$ cat src/design/u8d_pkg.sv
package u8d_pkg;

    localparam logic [7:0]  ASCII_MAX   = 8'h7F;
    localparam logic [1:0]  CONT_TAG    = 2'b10;
    localparam logic [31:0] SPACE_CHAR  = 32'h0000_0020;
    localparam int unsigned CP_W        = 32;

    typedef struct packed {
        logic [2:0]      pending;
        logic [2:0]      len_class;
        logic [CP_W-1:0] acc;
    } dec_state_t;

    typedef struct packed {
        logic            valid;
        logic [CP_W-1:0] code_point;
        logic            bad_sequence;
        logic            cut_short;
    } dec_result_t;

    localparam dec_state_t STATE_IDLE = '{pending: 3'd0, len_class: 3'd0, acc: '0};

    // trailing byte count from the low six bits of a lead byte
    function automatic logic [2:0] trail_count(input logic [5:0] lo);
        logic [2:0] n;
        if (lo < 6'd32)      n = 3'd1;
        else if (lo < 6'd48) n = 3'd2;
        else if (lo < 6'd56) n = 3'd3;
        else if (lo < 6'd60) n = 3'd4;
        else                 n = 3'd5;
        return n;
    endfunction

    // removes the lead-byte and continuation-tag bits folded into the sum
    function automatic logic [CP_W-1:0] length_offset(input logic [2:0] cls);
        logic [CP_W-1:0] off;
        case (cls)
            3'd1:    off = 32'h0000_3080;
            3'd2:    off = 32'h000E_2080;
            3'd3:    off = 32'h03C8_2080;
            3'd4:    off = 32'hFA08_2080;
            3'd5:    off = 32'h8208_2080;
            default: off = 32'h0000_0000;
        endcase
        return off;
    endfunction

endpackage

$ cat src/design/u8d_step.sv
module u8d_step (
    input  logic [7:0]           byte_in,
    input  logic                 last_in,
    input  u8d_pkg::dec_state_t  state_cur,
    output u8d_pkg::dec_state_t  state_nxt,
    output u8d_pkg::dec_result_t result
);

    logic [2:0]  lead_cls;
    logic [31:0] lead_acc;
    logic [31:0] sum;
    logic [31:0] sum_shifted;
    logic [2:0]  pend_dec;

    assign lead_cls    = u8d_pkg::trail_count(byte_in[5:0]);
    assign lead_acc    = {18'd0, byte_in, 6'd0};
    assign sum         = state_cur.acc + {24'd0, byte_in};
    assign sum_shifted = {sum[25:0], 6'd0};
    assign pend_dec    = state_cur.pending - 3'd1;

    always_comb begin
        state_nxt           = state_cur;
        result.valid        = 1'b0;
        result.code_point   = '0;
        result.bad_sequence = 1'b0;
        result.cut_short    = 1'b0;

        if (state_cur.pending == 3'd0) begin
            if (byte_in <= u8d_pkg::ASCII_MAX) begin
                result.valid      = 1'b1;
                result.code_point = {24'd0, byte_in};
            end else if (byte_in[7:6] == u8d_pkg::CONT_TAG) begin
                // continuation with no open sequence
                result.valid        = 1'b1;
                result.code_point   = u8d_pkg::SPACE_CHAR;
                result.bad_sequence = 1'b1;
            end else if (last_in) begin
                result.valid      = 1'b1;
                result.code_point = lead_acc - u8d_pkg::length_offset(lead_cls);
                result.cut_short  = 1'b1;
                state_nxt         = u8d_pkg::STATE_IDLE;
            end else begin
                state_nxt.pending   = lead_cls;
                state_nxt.len_class = lead_cls;
                state_nxt.acc       = lead_acc;
            end
        end else begin
            if (pend_dec == 3'd0) begin
                result.valid      = 1'b1;
                result.code_point = sum - u8d_pkg::length_offset(state_cur.len_class);
                state_nxt         = u8d_pkg::STATE_IDLE;
            end else if (last_in) begin
                result.valid      = 1'b1;
                result.code_point = sum_shifted
                                    - u8d_pkg::length_offset(state_cur.len_class);
                result.cut_short  = 1'b1;
                state_nxt         = u8d_pkg::STATE_IDLE;
            end else begin
                state_nxt.pending = pend_dec;
                state_nxt.acc     = sum_shifted;
            end
        end
    end

endmodule

$ cat src/design/utf8_byte_stream_decoder.sv
// Channel | Dir | tdata                  | tuser                          | tlast
// s_      | in  | [7:0] byte_in          | -                              | last_in
// m_      | out | [31:0] code_point      | [0] bad_sequence, [1] cut_short | -
//
// One byte per clock sustained while m_ is not stalled. A byte is held in the input
// register, decoded by the step logic, and its result lands in the result register
// that drives m_. Lead and non-final trailing bytes give no result. aresetn
// (synchronous) returns the decoder to idle and drops both stage valids. A stall
// on m_ holds the result register and the input register; s_tready falls only
// while both are occupied.
module utf8_byte_stream_decoder (
    input  logic        aclk,
    input  logic        aresetn,

    input  logic        s_tvalid,
    output logic        s_tready,
    input  logic [7:0]  s_tdata,   // [7:0] byte_in
    input  logic        s_tlast,

    output logic        m_tvalid,
    input  logic        m_tready,
    output logic [31:0] m_tdata,   // [31:0] code_point
    output logic [1:0]  m_tuser    // [0] bad_sequence, [1] cut_short
);

    logic                 in_valid_reg;
    logic [7:0]           in_byte_reg;
    logic                 in_last_reg;

    u8d_pkg::dec_state_t  state_reg;
    u8d_pkg::dec_state_t  state_next;
    u8d_pkg::dec_result_t step_res;

    logic                 out_valid_reg;
    logic [31:0]          out_cp_reg;
    logic                 out_bad_reg;
    logic                 out_cut_reg;

    logic                 advance;

    assign advance  = in_valid_reg && (!out_valid_reg || m_tready);
    assign s_tready = !in_valid_reg || advance;

    u8d_step u_step (
        .byte_in   (in_byte_reg),
        .last_in   (in_last_reg),
        .state_cur (state_reg),
        .state_nxt (state_next),
        .result    (step_res)
    );

    always_ff @(posedge aclk) begin
        if (!aresetn) begin
            in_valid_reg <= 1'b0;
        end else if (s_tready) begin
            in_valid_reg <= s_tvalid;
        end
    end

    always_ff @(posedge aclk) begin
        if (s_tready && s_tvalid) begin
            in_byte_reg <= s_tdata;
            in_last_reg <= s_tlast;
        end
    end

    always_ff @(posedge aclk) begin
        if (!aresetn) begin
            state_reg <= u8d_pkg::STATE_IDLE;
        end else if (advance) begin
            state_reg <= state_next;
        end
    end

    always_ff @(posedge aclk) begin
        if (!aresetn) begin
            out_valid_reg <= 1'b0;
        end else if (advance) begin
            out_valid_reg <= step_res.valid;
        end else if (m_tready) begin
            out_valid_reg <= 1'b0;
        end
    end

    always_ff @(posedge aclk) begin
        if (advance && step_res.valid) begin
            out_cp_reg  <= step_res.code_point;
            out_bad_reg <= step_res.bad_sequence;
            out_cut_reg <= step_res.cut_short;
        end
    end

    assign m_tvalid = out_valid_reg;
    assign m_tdata  = out_cp_reg;
    assign m_tuser  = {out_cut_reg, out_bad_reg};

endmodule
$ cat config.mk
export PLATFORM = sky130hd
export DESIGN_NAME = utf8_byte_stream_decoder
export DESIGN_NICKNAME = d
export VERILOG_FILES = /design/src/design/u8d_pkg.sv /design/src/design/u8d_step.sv /design/src/design/utf8_byte_stream_decoder.sv
export SDC_FILE = /design/constraint.sdc
export NUM_CORES = 1
export LEC_CHECK = 0
export BUFFER_PORTS_ARGS = -buffer_cell sky130_fd_sc_hd__clkbuf_2
export CAP_MARGIN = 20
export CORE_ASPECT_RATIO = 0.8
export CORE_MARGIN = 2
export CORE_UTILIZATION = 66
export DETAILED_ROUTE_END_ITERATION = 16
export GPL_TIMING_DRIVEN = 0
export PLACE_DENSITY = 0.87
export REMOVE_ABC_BUFFERS = 1
export SKIP_LAST_GASP = 1
export SYNTH_ARGS = -nofsm -noshare
export SYNTH_HDL_FRONTEND = slang
export SYNTH_SLANG_ARGS = --single-unit
$ cat constraint.sdc
create_clock -name aclk -period 10.45 [get_ports aclk]
set_clock_uncertainty 0.05 [all_clocks]
set_input_delay 1.045 -clock aclk [delete_from_list [all_inputs] [get_ports aclk]]
set_output_delay 1.045 -clock aclk [all_outputs]
set_load 0.005 [all_outputs]
# --- Word-level counts from Yosys, hierarchy flattened ---
# Index checks and enable logic that the tools add are counted.
# W data, S select, Z words.
op_classes:
  addsub: 5
  n_lt_le_gt_ge: 5
  eq_ne: 13
  n_mux: 37
  n_bitwise: 1
  n_reduce_logical: 14
ops:
  columns: ["operator", "count"]
  rows:
  - ["$mux W32", 10]
  - ["$pmux W32 S5", 2]
  - ["$mux W33", 6]
  - ["$mux W38", 5]
  - ["$sub A32 B32 Y32", 2]
  - ["$add A32 B8 Y32", 1]
  - ["$sub A14 B32 Y32", 1]
  - ["$lt A6 B6 Y1 const B", 4]
  - ["$mux W3", 5]
  - ["$eq A3 B2 Y1 const B", 4]
  - ["$eq A3 B3 Y1 const B", 4]
  - ["$mux W1", 9]
  - ["$le A8 B7 Y1 const B", 1]
  - ["$eq A3 B1 Y1 const B", 2]
  - ["$logic_not A3 Y1", 2]
  - ["$ne A2 B2 Y1 const B", 2]
  - ["$reduce_and A4 Y1", 1]
  - ["$logic_and A1 B1 Y1", 3]
  - ["$reduce_and A3 Y1", 1]
  - ["$reduce_bool A3 Y1", 1]
  - ["$sub A3 B1 Y3 const B", 1]
  - ["$eq A2 B2 Y1 const B", 1]
  - ["$logic_not A1 Y1", 2]
  - ["$logic_or A1 B1 Y1", 2]
  - ["3 further kinds", 3]
totals:
  reg_bits: 83
  input_bits: 13
  out_inout_bits: 36
  elab_cells: 85

# --- Logic depth before layout (Yosys ltp) ---
# Gate-level depths: netlist of the first run.
logic_depth:
  word_depth: 17
  mapped_depth: 17

# --- By module ---
# Synthesis of the first run repeated with hierarchy kept, for this count alone.
hier_totals:
  cells_unflattened: 887
  area_unflattened_um2: 7449.6
modules_own_cells:
  columns: ["module", "instances", "cells_per_inst", "area_per_inst_um2", "seq_area_each_um2"]
  rows:
  - ["u8d_step", 1, 665, 4514.3, 0.0]
  - ["utf8_byte_stream_decoder", 1, 222, 2935.3, 2092.0]

# --- Worst setup path before layout of the first run ---
# OpenSTA, ideal clock, no wires.
synth_timing:
  kind: "flip-flop to flip-flop"
  startpoint: "reg in_byte_reg[6]"
  endpoint: "reg out_cp_reg[25] (netlist: m_tdata[25]) (data pin)"
  setup_ns: 0.254
  arrival_time_ns: 3.944
  path_slack_ns: 6.202
  path_stages_with_launch: 18
  period_less_slack_ns: 4.248
  cell_sequence: "edfxtp_1 ha_1 inv_1 fa_1 and4b_1 clkbuf_1 nand2_1 xnor2_1 ha_1 a21oi_1 a21bo_2 a41oi_2 or4_4 a21oi_2 o221ai_1 a31oi_1 o211ai_1 a21o_1"
synth_rtl:
  columns: ["item", "line", "source"]
  rows:
  - ["from (decl)", "utf8_byte_stream_decoder.sv:27", "logic [7:0] in_byte_reg;"]
  - ["from (signal assigned)", "utf8_byte_stream_decoder.sv:62", "in_byte_reg <= s_tdata;"]
  - ["to (signal assigned)", "utf8_byte_stream_decoder.sv:87", "out_cp_reg <= step_res.code_point;"]
  - ["to (decl)", "utf8_byte_stream_decoder.sv:35", "logic [31:0] out_cp_reg;"]

==> run metrics, run 1 <==
status finished clean; Yosys top cell area share 0.215; router iterations before antenna repair 7; IO buf count 48; PD cells 126 nW/um^2; area occupied by multi-input gates 3810 sq um; Slew Viols, Final 0; non-filler instance count after layout 828; Setup-failing EPs final 0; final worst path period share 0.504; Warnings, synthesis 0; Clock Sinks 77; CP cell instances ha_1, a21oi_1, nor2_1, and3_1, xor2_1, ha_1, a21o_1, or3b_1, or2_2, o21ai_1, a211oi_1, o41ai_2, mux2i_1, o211ai_1; slew margin rel. 0.338; worst vdd ir 0.0000829 V; global-route wire length before repair 25100 um; register area 1970 sq um; Seq pwr share 0.420; Clock Path Buffers 2; worst skew pair latency 0.34 ns; Die X 111 um; Final Hold Viols 0; Worst Path Required 10.46 ns; Post-Synthesis Cell Area 6000 sq um; met1 Resource Use GR 0.444; Via Count 5539; CTS Hold Bufs 0; worst slew pin tran 0.990 ns; #FFs+latches synth 77; total gr overflow 0; Resize count post-CTS 0; cell count after placement 812; most frequent cell after synthesis nand2_1; die footprint 9880 sq um; Area growth, synth to finish 8.84%; asr flop ratio synth 0; final WL 16200 um; IO Pins 49; endpoint class of the critical path flip-flop; sw frac 0.304; CORE AREA 8960 sq um; GRT Util Overall 0.324; CTS buffer count 9; # diodes 0; synthesized netlist cell count 682; Critical path buffers and inverters 0; Critical Path AT 5.28 ns; drt initial violations 810; CTS tree done; GRT busiest layer met2; initial core utilization 0.670; post-synthesis sequential area ratio 0.328; Post-synth top flop edfxtp_1; NetSw 0.250 mW; delay-heaviest family, CP compound AO/OA/AOI/OAI gates; Pint 0.574 mW; CTS HTree Levels 3; area leader, netlist edfxtp_1; Max FO, Critical Path 8; Reg clk slew, reported paths 0.07 ns; Worst Setup Path Type flip-flop to flip-flop; hold slack 0.440 ns; postcts setup bufs 0; Worst path slowest cell edfxtp_1; Max Freq 0.190 GHz; Final Cell Area 6530 sq um; Post-synth EDFFs 43; Hold Path Class flip-flop to flip-flop; leakage power 2.61 nW; Yosys cell types 76; Max Cap Viol 0; Layout Nets 764; M3 GR Usage 0.0908; setup_tns 0 ns; GPL Wtd Cong 1.00; die height 89.3 um; DRC Markers 0; Placed Area 6250 sq um; final core occ 0.729; antenna-violating nets left 0; post-DP HPWL 12100 um; Fillers 654; cell mode on critical path ha_1; RSZ-0062 raised after global routing false; logic gate share of total power 0.214; clock share of power 0.366; fraction of layout cells with a size suffix above 1 0.118; initial antenna violation count 0; Site Rows 31; startpoint types flip-flop; DR vias/cell 6.69; Syn Area/Cell 8.80 sq um; worst stage delay on the critical path 0.57 ns; WL/cell 19.6 um; fin crit period 5.27 ns; clock root buffer clkbuf_16; vias in the first global route 4963; Commonest cells post-synth nand2_1 (56), nor2_1 (50), edfxtp_1 (43), xnor2_1 (43), ha_1 (42); largest net degree at the start of global routing 37; met2 Resource Use GR 0.495; largest cells by area after synthesis edfxtp_1 (22%), dfxtp_1 (11%), ha_1 (8.8%), xnor2_1 (6.3%), xor2_1 (4.1%)
## power groups by stage
stage	combinational (mW)	clock (mW)	sequential, mW
final	0.176	0.302	0.346
after global routing	0.189	0.316	0.347
after floorplan	0.121	0	0.349
after CTS	0.170	0.304	0.345
after detailed placement	0.168	0	0.352
after global placement	0.162	0	0.351
## cell usage in the layout, fill, tap and decap left out, drive strengths merged, types with 4 or more instances in the layout
cell type and count:
clkbuf 58, nand2 56, nor2 50, xnor2 44
edfxtp 43, ha 42, a21oi 36, dfxtp 34
o21ai 34, nor2b 32, xor2 28, nand3 27
inv 23, a22oi 18, nor3 13, a21o 13
and3 11, a21boi 11, nand2b 10, o221ai 10
nand4 9, a31oi 9, or2 7, and2 6
o21bai 6, o211ai 6, and4 5, a211oi 5
mux2i 4, or3 4, nor4 4, o22ai 4
nand3b 4
## logic make-up (layout without fill, tap and decap cells)
family	count (synthesis)	after routing	share of synthesized area
flip-flops	77	77	0.328
XOR/XNOR	72	72	0.106
other	2	2	0.00125
AND/OR/NAND/NOR	249	249	0.217
multiplexers	4	4	0.00667
adder cells (fa/ha/maj)	43	43	0.0909
AO/OA/AOI/OAI	181	181	0.212
buffers and inverters	54	85	0.0373
## worst reg2reg max path: stages (launching register included)
cell,delay (ns)
edfxtp_1,0.57
ha_1,0.41
a21oi_1,0.42
nor2_1,0.16
and3_1,0.22
xor2_1,0.41
ha_1,0.39
a21o_1,0.23
or3b_1,0.45
or2_2,0.35
o21ai_1,0.22
a211oi_1,0.18
o41ai_2,0.47
mux2i_1,0.35
o211ai_1,0.15
## layout make-up
class | instances | area share
clock buffers | 10 | 0.0366
multi-input cells | 551 | 0.584
flip-flops and latches | 77 | 0.302
inverters | 21 | 0.0121
repair buffers | 48 | 0.0368
well taps | 115 | 0.0220
clock inverters | 6 | 0.00689
## layer usage
layer / vias to the layer above / part of all wire / routed length, um
li1: 2547 / - / -
met5: - / 0 / 0
met2: 355 / 0.43 / 7040
met4: 0 / 0.027 / 438
met1: 2594 / 0.41 / 6720
met3: 43 / 0.13 / 2030
## worst paths after layout
kind / start / end / slack (ns) / depth (start not counted)
min: state_reg[6] / state_reg[6] / 0.44 / 2
max reg2reg: in_byte_reg[7] / m_tdata[30] / 5.18 / 14
max: in_byte_reg[7] / m_tdata[30] / 5.18 / 14
min reg2reg: state_reg[6] / state_reg[6] / 0.44 / 2
## stage by stage
step | worst slack, ns | power [mW]
finish | 5.18 | 0.824
global route | 4.94 | 0.852
CTS | 5.33 | 0.819
detailed placement | 5.36 | 0.520
global placement | 5.46 | 0.513
floorplan | 6.28 | 0.471
(Power assumes the default switching activity.)
==> run 2, diff against run 1 <==
--- a/config.mk
+++ b/config.mk
@@ -9,10 +9,10 @@
 export CAP_MARGIN = 20
 export CORE_ASPECT_RATIO = 0.8
 export CORE_MARGIN = 2
-export CORE_UTILIZATION = 66
+export CORE_UTILIZATION = 55
 export DETAILED_ROUTE_END_ITERATION = 16
 export GPL_TIMING_DRIVEN = 0
-export PLACE_DENSITY = 0.87
+export PLACE_DENSITY = 0.77
 export REMOVE_ABC_BUFFERS = 1
 export SKIP_LAST_GASP = 1
 export SYNTH_ARGS = -nofsm -noshare
==> constraint.sdc (replaced) <==
create_clock -name aclk -period 4.4 [get_ports aclk]
set_clock_uncertainty 0.05 [all_clocks]
set_input_delay 0.44 -clock aclk [delete_from_list [all_inputs] [get_ports aclk]]
set_output_delay 0.44 -clock aclk [all_outputs]
set_load 0.005 [all_outputs]
==> run metrics, run 2 (synthesis gave the netlist of run 1 again) <==
Slew Viols, Final 0; DR vias/cell 6.37; Setup-failing EPs final 0; Worst path slowest cell or4_4; Max Cap Viol 0; fraction of layout cells with a size suffix above 1 0.163; Critical Path AT 4.32 ns; final core occ 0.635; pre-CTS setup slack -0.519 ns; initial core utilization 0.558; leakage power 2.70 nW; Max FO, Critical Path 5; CTS HTree Levels 3; slew margin rel. 0.389; CP cell instances inv_1, fa_2, and4b_2, nand2_2, xnor2_4, ha_4, a21oi_4, a21bo_2, a41oi_2, or4_4, a21o_1, nand3_2, a32o_1, xor2_1, o221ai_1; Final Hold Viols 0; IO buf count 48; Worst Setup Path Type flip-flop to flip-flop; CORE AREA 10800 sq um; WL/cell 18.7 um; final worst path period share 0.980; # diodes 0; Clock Path Buffers 2; post-route setup slack 0.0894 ns; initial antenna violation count 0; commonest non-fill, non-tap cell in the layout nand2_1; die footprint 11800 sq um; Worst Path Required 4.41 ns; Hold Path Class primary input to flip-flop; Fillers 872; worst skew pair latency 0.35 ns; clock root buffer clkbuf_16; CTS Hold Bufs 0; GRT Util Overall 0.268; router iterations before antenna repair 5; startpoint types flip-flop; die height 97.4 um; PD cells 289 nW/um^2; Max Freq 0.232 GHz; post-DP HPWL 11300 um; vias in the first global route 5131; Reg clk slew, reported paths 0.07 ns; worst stage delay on the critical path 0.62 ns; global-route wire length before repair 25000 um; CTS buffer count 9; commonest cells after routing, fill and taps aside nand2_1 (55), nor2_1 (48), clkbuf_2 (48); IO Pins 49; endpoint class of the critical path flip-flop; Site Rows 34; Die X 121 um; Via Count 5524; Area growth, synth to finish 13.8%; worst vdd ir 0.000209 V; total gr overflow 0; antenna-violating nets left 0; CTS tree done; DRC Markers 0; delay-heaviest family, CP simple AND/OR/NAND/NOR gates; Layout Nets 774; drt initial violations 618; setup_tns 0 ns; final WL 16200 um; GPL Wtd Cong 0.947; status finished clean; worst slew pin tran 0.915 ns; largest net degree at the start of global routing 37; fin crit period 4.31 ns; Critical path buffers and inverters 1; Clock Sinks 77
run 2: changes by cell type in the layout (fill, tap and decap cells not counted), moves of 2 or more:
cell and delta:
nor2b_1 -2, xor2_1 -3, clkinv_4 -2, a21oi_4 +3, xnor2_1 -2, buf_4 +10
a21oi_1 -3, ha_4 +3, xor2_2 +3, ha_1 -3, inv_6 +2
run 2: area by class of cell:
class	instances	area (sq um)	share of cell area
multi-input combinational	551	4000	0.586
sequential	77	1970	0.289
timing repair buffer	58	315	0.0462
clock buffer	9	225	0.0330
tap	144	180	0.0264
inverter	21	78.8	0.0115
clock inverter	7	56.3	0.00824
run 2: power breakdown:
part / switching [mW] / leakage (nW) / internal (mW) / total [mW]
clock: 0.328 / 0.139 / 0.391 / 0.720
sequential: 0.0241 / 0.688 / 0.795 / 0.819
combinational: 0.253 / 1.87 / 0.183 / 0.436
run 2: worst paths after layout:
path / startpoint / end / slack [ns] / cells after the start
hold / removal: s_tlast / in_last_reg / 0.21 / 1
setup / recovery: in_byte_reg[7] / m_tdata[31] / 0.09 / 15
hold reg to reg: state_reg[6] / state_reg[6] / 0.49 / 2
setup reg to reg: in_byte_reg[7] / m_tdata[31] / 0.09 / 15
run 2: timing repair:
| item | CTS | global route |
|---|---|---|
| resized for setup | 10 | 22 |
| pin swaps | 1 | 12 |
| setup buffers | 4 | 6 |
| setup endpoints to repair | 14 | 8 |
run 2: routing by layer:
layer | part of all wire | vias to the layer above | track usage
li1 | - | 2569 | -
met5 | 0 | - | 0
met2 | 0.45 | 281 | 0.409
met3 | 0.096 | 42 | 0.0757
met4 | 0.026 | 0 | 0.111
met1 | 0.43 | 2632 | 0.357
run 2: per-stage QoR:
stage	instance area, sq um	total power, mW	hold WS [ns]	std cells
global route	6830	2.05	0.203	867
floorplan	5860	1.12	0.395	649
detailed placement	6290	1.23	0.420	841
finish	6830	1.97	0.208	867
CTS	6640	1.94	0.209	861
global placement	6280	1.21	0.408	841
